### src/sorted_set_bank_engine_macros.svh
// Assertion helpers used by the datapath.
`ifndef SORTED_SET_BANK_ENGINE_MACROS_SVH
`define SORTED_SET_BANK_ENGINE_MACROS_SVH

// Same-cycle implication, checked on every clock edge out of reset.
`define SSE_ASSERT(lbl, ante, cons) \
  lbl: assert property (@(posedge clk_i) disable iff (!rst_ni) (ante) |-> (cons)) \
    else $error("sorted set bank check failed");

// Next-cycle implication.
`define SSE_ASSERT_NEXT(lbl, ante, cons) \
  lbl: assert property (@(posedge clk_i) disable iff (!rst_ni) (ante) |=> (cons)) \
    else $error("sorted set bank check failed");

`endif

### src/sse_pkg.sv
package sse_pkg;

  localparam int NumSetsDef     = 16;
  localparam int SetCapacityDef = 32;
  localparam int ValueWidthDef  = 32;
  localparam int MaxResults     = 32;

  localparam logic [3:0] MODE_INSERT  = 4'd0;
  localparam logic [3:0] MODE_DELETE  = 4'd1;
  localparam logic [3:0] MODE_MEMBER  = 4'd2;
  localparam logic [3:0] MODE_UNION   = 4'd3;
  localparam logic [3:0] MODE_INTER   = 4'd4;
  localparam logic [3:0] MODE_SIZE    = 4'd5;
  localparam logic [3:0] MODE_DIFF    = 4'd6;
  localparam logic [3:0] MODE_SYMDIFF = 4'd7;
  localparam logic [3:0] MODE_LIST    = 4'd8;

  localparam logic [1:0] ST_OK       = 2'd0;
  localparam logic [1:0] ST_MISSING  = 2'd1;
  localparam logic [1:0] ST_OVERFLOW = 2'd2;

  // Merge keep mask: only in A, only in B, in both.
  localparam logic [2:0] KEEP_A    = 3'b001;
  localparam logic [2:0] KEEP_B    = 3'b010;
  localparam logic [2:0] KEEP_BOTH = 3'b100;

  typedef struct packed {
    logic [3:0]         mode;
    logic [3:0]         set_id;
    logic [3:0]         other_set_id;
    logic signed [31:0] value;
  } sse_in_t;

  typedef struct packed {
    logic [1:0]         status;
    logic [5:0]         count;
    logic               is_member;
    logic signed [31:0] element;
    logic               element_valid;
    logic               last;
  } sse_out_t;

  typedef struct packed {
    logic capture;
    logic merge_init;
    logic fetch;
    logic latch;
    logic step;
    logic copy_rd;
    logic copy_wr;
    logic commit_count;
    logic list_rd;
    logic list_emit;
    logic emit_single;
  } sse_cmd_t;

  typedef struct packed {
    logic [3:0] mode;
    logic       existed;
    logic       need_a;
    logic       need_b;
    logic       merge_done;
    logic       skip_wb;
    logic       copy_done;
    logic       list_done;
    logic       list_empty;
    logic       out_free;
  } sse_stat_t;

  function automatic logic is_single(input logic [3:0] m);
    return (m == MODE_INSERT) || (m == MODE_DELETE) || (m == MODE_MEMBER);
  endfunction

  function automatic logic is_pair(input logic [3:0] m);
    return (m == MODE_UNION) || (m == MODE_INTER) || (m == MODE_DIFF) ||
           (m == MODE_SYMDIFF);
  endfunction

endpackage

### src/sse_ctrl.sv
module sse_ctrl (
  input  logic                clk_i,
  input  logic                rst_ni,
  input  logic                in_valid_i,
  output logic                in_stall_o,
  input  sse_pkg::sse_stat_t  stat_i,
  output sse_pkg::sse_cmd_t   cmd_o
);

  localparam logic [3:0] S_IDLE     = 4'd0;
  localparam logic [3:0] S_DISPATCH = 4'd1;
  localparam logic [3:0] S_FETCH    = 4'd2;
  localparam logic [3:0] S_LATCH    = 4'd3;
  localparam logic [3:0] S_STEP     = 4'd4;
  localparam logic [3:0] S_COPY_RD  = 4'd5;
  localparam logic [3:0] S_COPY_WR  = 4'd6;
  localparam logic [3:0] S_EMIT     = 4'd7;
  localparam logic [3:0] S_LIST_RD  = 4'd8;
  localparam logic [3:0] S_LIST_OUT = 4'd9;

  logic [3:0] state_q, state_d;

  always_comb begin
    state_d = state_q;
    cmd_o   = '0;
    unique case (state_q)
      S_IDLE: begin
        if (in_valid_i) begin
          cmd_o.capture = 1'b1;
          state_d       = S_DISPATCH;
        end
      end
      S_DISPATCH: begin
        priority if (stat_i.mode == sse_pkg::MODE_SIZE) begin
          state_d = S_EMIT;
        end else if (stat_i.mode == sse_pkg::MODE_LIST) begin
          state_d = stat_i.list_empty ? S_EMIT : S_LIST_RD;
        end else if (((stat_i.mode == sse_pkg::MODE_DELETE) ||
                      (stat_i.mode == sse_pkg::MODE_MEMBER)) && !stat_i.existed) begin
          state_d = S_EMIT;
        end else if (stat_i.mode < sse_pkg::MODE_LIST) begin
          cmd_o.merge_init = 1'b1;
          state_d          = S_FETCH;
        end else begin
          state_d = S_IDLE;  // drop unknown modes
        end
      end
      S_FETCH: begin
        if (stat_i.need_a || stat_i.need_b) begin
          cmd_o.fetch = 1'b1;
          state_d     = S_LATCH;
        end else begin
          state_d = S_STEP;
        end
      end
      S_LATCH: begin
        cmd_o.latch = 1'b1;
        state_d     = (stat_i.need_a && stat_i.need_b) ? S_LATCH : S_STEP;
      end
      S_STEP: begin
        if (stat_i.merge_done) begin
          state_d = stat_i.skip_wb ? S_EMIT : S_COPY_RD;
        end else begin
          cmd_o.step = 1'b1;
          state_d    = S_FETCH;
        end
      end
      S_COPY_RD: begin
        if (stat_i.copy_done) begin
          cmd_o.commit_count = 1'b1;
          state_d            = S_EMIT;
        end else begin
          cmd_o.copy_rd = 1'b1;
          state_d       = S_COPY_WR;
        end
      end
      S_COPY_WR: begin
        cmd_o.copy_wr = 1'b1;
        state_d       = S_COPY_RD;
      end
      S_EMIT: begin
        if (stat_i.out_free) begin
          cmd_o.emit_single = 1'b1;
          state_d           = S_IDLE;
        end
      end
      S_LIST_RD: begin
        cmd_o.list_rd = 1'b1;
        state_d       = S_LIST_OUT;
      end
      S_LIST_OUT: begin
        if (stat_i.out_free) begin
          cmd_o.list_emit = 1'b1;
          state_d         = stat_i.list_done ? S_IDLE : S_LIST_RD;
        end
      end
      default: begin
        state_d = S_IDLE;
      end
    endcase
  end

  always_ff @(posedge clk_i or negedge rst_ni) begin
    if (!rst_ni) begin
      state_q <= S_IDLE;
    end else begin
      state_q <= state_d;
    end
  end

  assign in_stall_o = (state_q != S_IDLE);

endmodule

### config.mk
export PLATFORM = sky130hd
export DESIGN_NAME = sse_ctrl
export DESIGN_NICKNAME = d
export VERILOG_FILES = /design/src/sorted_set_bank_engine_macros.svh /design/src/sse_pkg.sv /design/src/sse_ctrl.sv
export SDC_FILE = /design/constraint.sdc
export NUM_CORES = 1
export LEC_CHECK = 0
export BUFFER_PORTS_ARGS = -buffer_cell sky130_fd_sc_hd__buf_2
export CAP_MARGIN = 20
export CORE_MARGIN = 10
export CORE_UTILIZATION = 38
export CTS_BUF_LIST = sky130_fd_sc_hd__clkbuf_2 sky130_fd_sc_hd__clkbuf_4 sky130_fd_sc_hd__clkbuf_8
export DETAILED_ROUTE_END_ITERATION = 16
export PLACE_DENSITY_LB_ADDON = 0.25
export SYNTH_ARGS = -nofsm -noshare
export SYNTH_HDL_FRONTEND = slang
export SYNTH_SLANG_ARGS = --single-unit
### constraint.sdc
create_clock -name clk_i -period 1.5 [get_ports clk_i]
set_clock_uncertainty 0.1 [all_clocks]
set_input_delay 0.075 -clock clk_i [delete_from_list [all_inputs] [get_ports clk_i]]
set_output_delay 0.075 -clock clk_i [all_outputs]
set_load 0.03 [all_outputs]
==> results.toml <==
[floorplanning]
rows = 13
dieArea_um2 = 3340
design.core.area_um2 = 1320
io_pins = 28
start_util_pct = 41.2
die_h_um = 57.8
die_w_um = 57.8

[synthesis]
synth_compound_area_share_pct = 30.9
synth_fa_ha_area_share_pct = 0
yosysUniqueCellTypes = 37
yosysTopAreaCell = "dfrtp_1"
synth_top_family_by_area = "simple AND/OR/NAND/NOR gates"
synth.most_common_cell = "nand2_1"
synth_top_area_share_pct = 18.4
synth-edff-count = 0
synth_area_um2 = 543
syn_nets = 92
synth_common_cells = "nand2_1 (10), nor2_1 (8), a21oi_1 (6)"
yosys.area_share.simple_pct = 40.8
synthTopCellsByArea = "dfrtp_1 (18%), nand2_1 (6.9%), a21oi_1 (5.5%), nor2_1 (5.5%), buf_6 (4.1%)"
synth_xor_area_share_pct = 0
yosysSeqAreaShare_pct = 18.4
muxShareOfSynthArea_pct = 0
ys_ff_latch = 4
yosysWarnings = 0
synthFlopType = "dfrtp_1"
async_flop_share_pct = 100
syn-instance-count = 76
avgSynthCellArea_um2 = 7.15

[timing]
fmax_mhz = 640
rsz0062_at_grt = "yes"
finalCritPeriodShare_pct = 104
setup_violations = 11
worst_slew_margin_rel_pct = 76.7
tightest_slew_ns = 0.348
hold_viol = 0
drv_slew = 0
finalCriticalPeriod_ns = 1.56
setup_ws_ns = -0.0622

[cells_and_area]
drive_gt1_share_pct = 59.0
largest_reg_flops = 4
syn_to_final_growth_pct = 77.4
fillers = 93
diodes = 0
final_nets = 135
regMostFlops = "state_q"
top_regs = "state_q x4"

[min_path]
hp-class = "primary input to asynchronous set/reset pin"

[routing]
wire_per_inst_um = 17.4
drcViolationCount = 0
drtAntennaViolNets = 0
vias = 767
first_iter_violations = 27
dr.pass1.iters = 4
routed_wl_mm = 2.29
viasPerCell = 5.81

[power]
powerDensity_nw_per_um2 = 1810
max-vdd-ir-drop_v = 0.00104
power.static_leakage_nw = 0.461
power_mw = 1.74

[global_routing]
grt_overflow = 0
grt_pass1_vias = 694
grt_max_degree = 12
antenna_found_initial = 0
grt_pass1_wl_mm = 2.88
grt_use_total_pct = 10.3

[worst_setup_path]
r2r_cells = 4
r2r-end = "state_q[2]"
cp-startpoint = "state_q[0]"
arrival_ns = 1.39
critPathMaxFanout = 8
critPathLaunchType = "register"
cp.required_ns = 1.32
criticalPathCategory = "register to output pin"
r2r_start = "state_q[2]"
cp-end-kind = "output pin"
worstSetupEndpoint = "cmd_o[2]"
r2r_slack_ns = -0.04

[place]
gp_congestion = 0.834
portBuffers = 27
place_hpwl_mm = 1.39
dpl_worst_slack_ns = 0.0176

[clock_network]
clock_sinks = 4
clock_path_buffers = 2
cts_tree = "built"
clockRootBuffer = "clkbuf_4"
clkTransAtPathRegs_ns = 0.04
htreeDepth = 1
clk_latency_ns = 0.24
numCtsBuffers = 3

[job]
cap_violations = 0

[status]
status = "finished, violations left"
violations = "setup timing"
==> power by group <==
group / internal, mW / switching (mW) / total, mW
Clock: 0.0896 / 0.0463 / 0.136
Sequential: 0.158 / 0.0834 / 0.241
Combinational: 0.623 / 0.742 / 1.37
Total: 0.870 / 0.872 / 1.74
==> routing by layer <==
layer  vias up  routed length [µm]  global-route usage (%)
met5         -                   0                       0
met4         0                  89                    4.03
met3        10                 171                    3.49
met2        43                1150                    16.4
li1        353                   -                       -
met1       361                 881                    12.2
==> final cells by class <==
| type | count | area (µm²) | area share (%) |
|---|---|---|---|
| tap | 15 | 18.8 | 1.95 |
| multi-input combinational | 63 | 485 | 50.4 |
| clock buffer | 3 | 22.5 | 2.34 |
| inverter | 5 | 18.8 | 1.95 |
| timing repair buffer | 42 | 314 | 32.6 |
| sequential | 4 | 104 | 10.8 |
==> how the worst min path moves through the flow <==
stage | end | slack (ns) | depth (start not counted)
2_1_floorplan | state_q[0] | -0.32 | 0
3_3_place_gp | state_q[1] | -0.21 | 1
3_5_place_dp | state_q[1] | -0.22 | 1
4_1_cts | state_q[1] | 0.08 | 2
5_1_grt | state_q[2] | 0.09 | 2
6_report | state_q[1] | 0.07 | 2
==> logic make-up (layout without fill, tap and decap cells) <==
logic type / after synthesis / in the layout
flops: 4 / 4
compound gates: 24 / 24
simple gates: 39 / 39
buf+inv: 9 / 50
==> metrics by stage <==
| step | instance area [µm²] | setup TNS [ns] | cells | util (%) | hold WS, ns |
|---|---|---|---|---|---|
| 4_1_cts | 826 | -0.0798 | 128 | 62.7 | 0.0845 |
| 2_1_floorplan | 559 | -0.0190 | 76 | - | -0.321 |
| 3_5_place_dp | 738 | 0 | 122 | 56.0 | -0.216 |
| 3_3_place_gp | 738 | 0 | 122 | 56.0 | -0.215 |
| 5_1_grt | 963 | -1.00 | 132 | 73.1 | 0.0948 |
| 6_report | 963 | -0.314 | 132 | 73.1 | 0.0707 |
==> worst max-delay path, cell delays in order, from the launching register on <==
cell,delay (ns)
dfrtp_2,0.46
buf_6,0.15
buf_4,0.16
nor3_4,0.22
buf_6,0.16
==> what timing repair did <==
action | CTS | global route
setup buffers | 2 | 4
pin swaps | 3 | 5
hold buffers | 1 | 0
gates resized for setup | 15 | 30
endpoints found under the setup margin | 9 | 13
hold endpoints to repair | 4 | 0
==> layout by cell type, fill, tap and decap left out, types with 3 or more instances in the layout <==
cell type / instances
buf_2: 18
nand2_1: 7
inv_1: 4
buf_6: 11
and3_1: 3
nor2_4: 4
a21oi_1: 6
clkbuf_4: 5
buf_4: 10
o21ai_1: 4
nor2_2: 3
dfrtp_2: 3
Power figures use the tool's default switching activity.
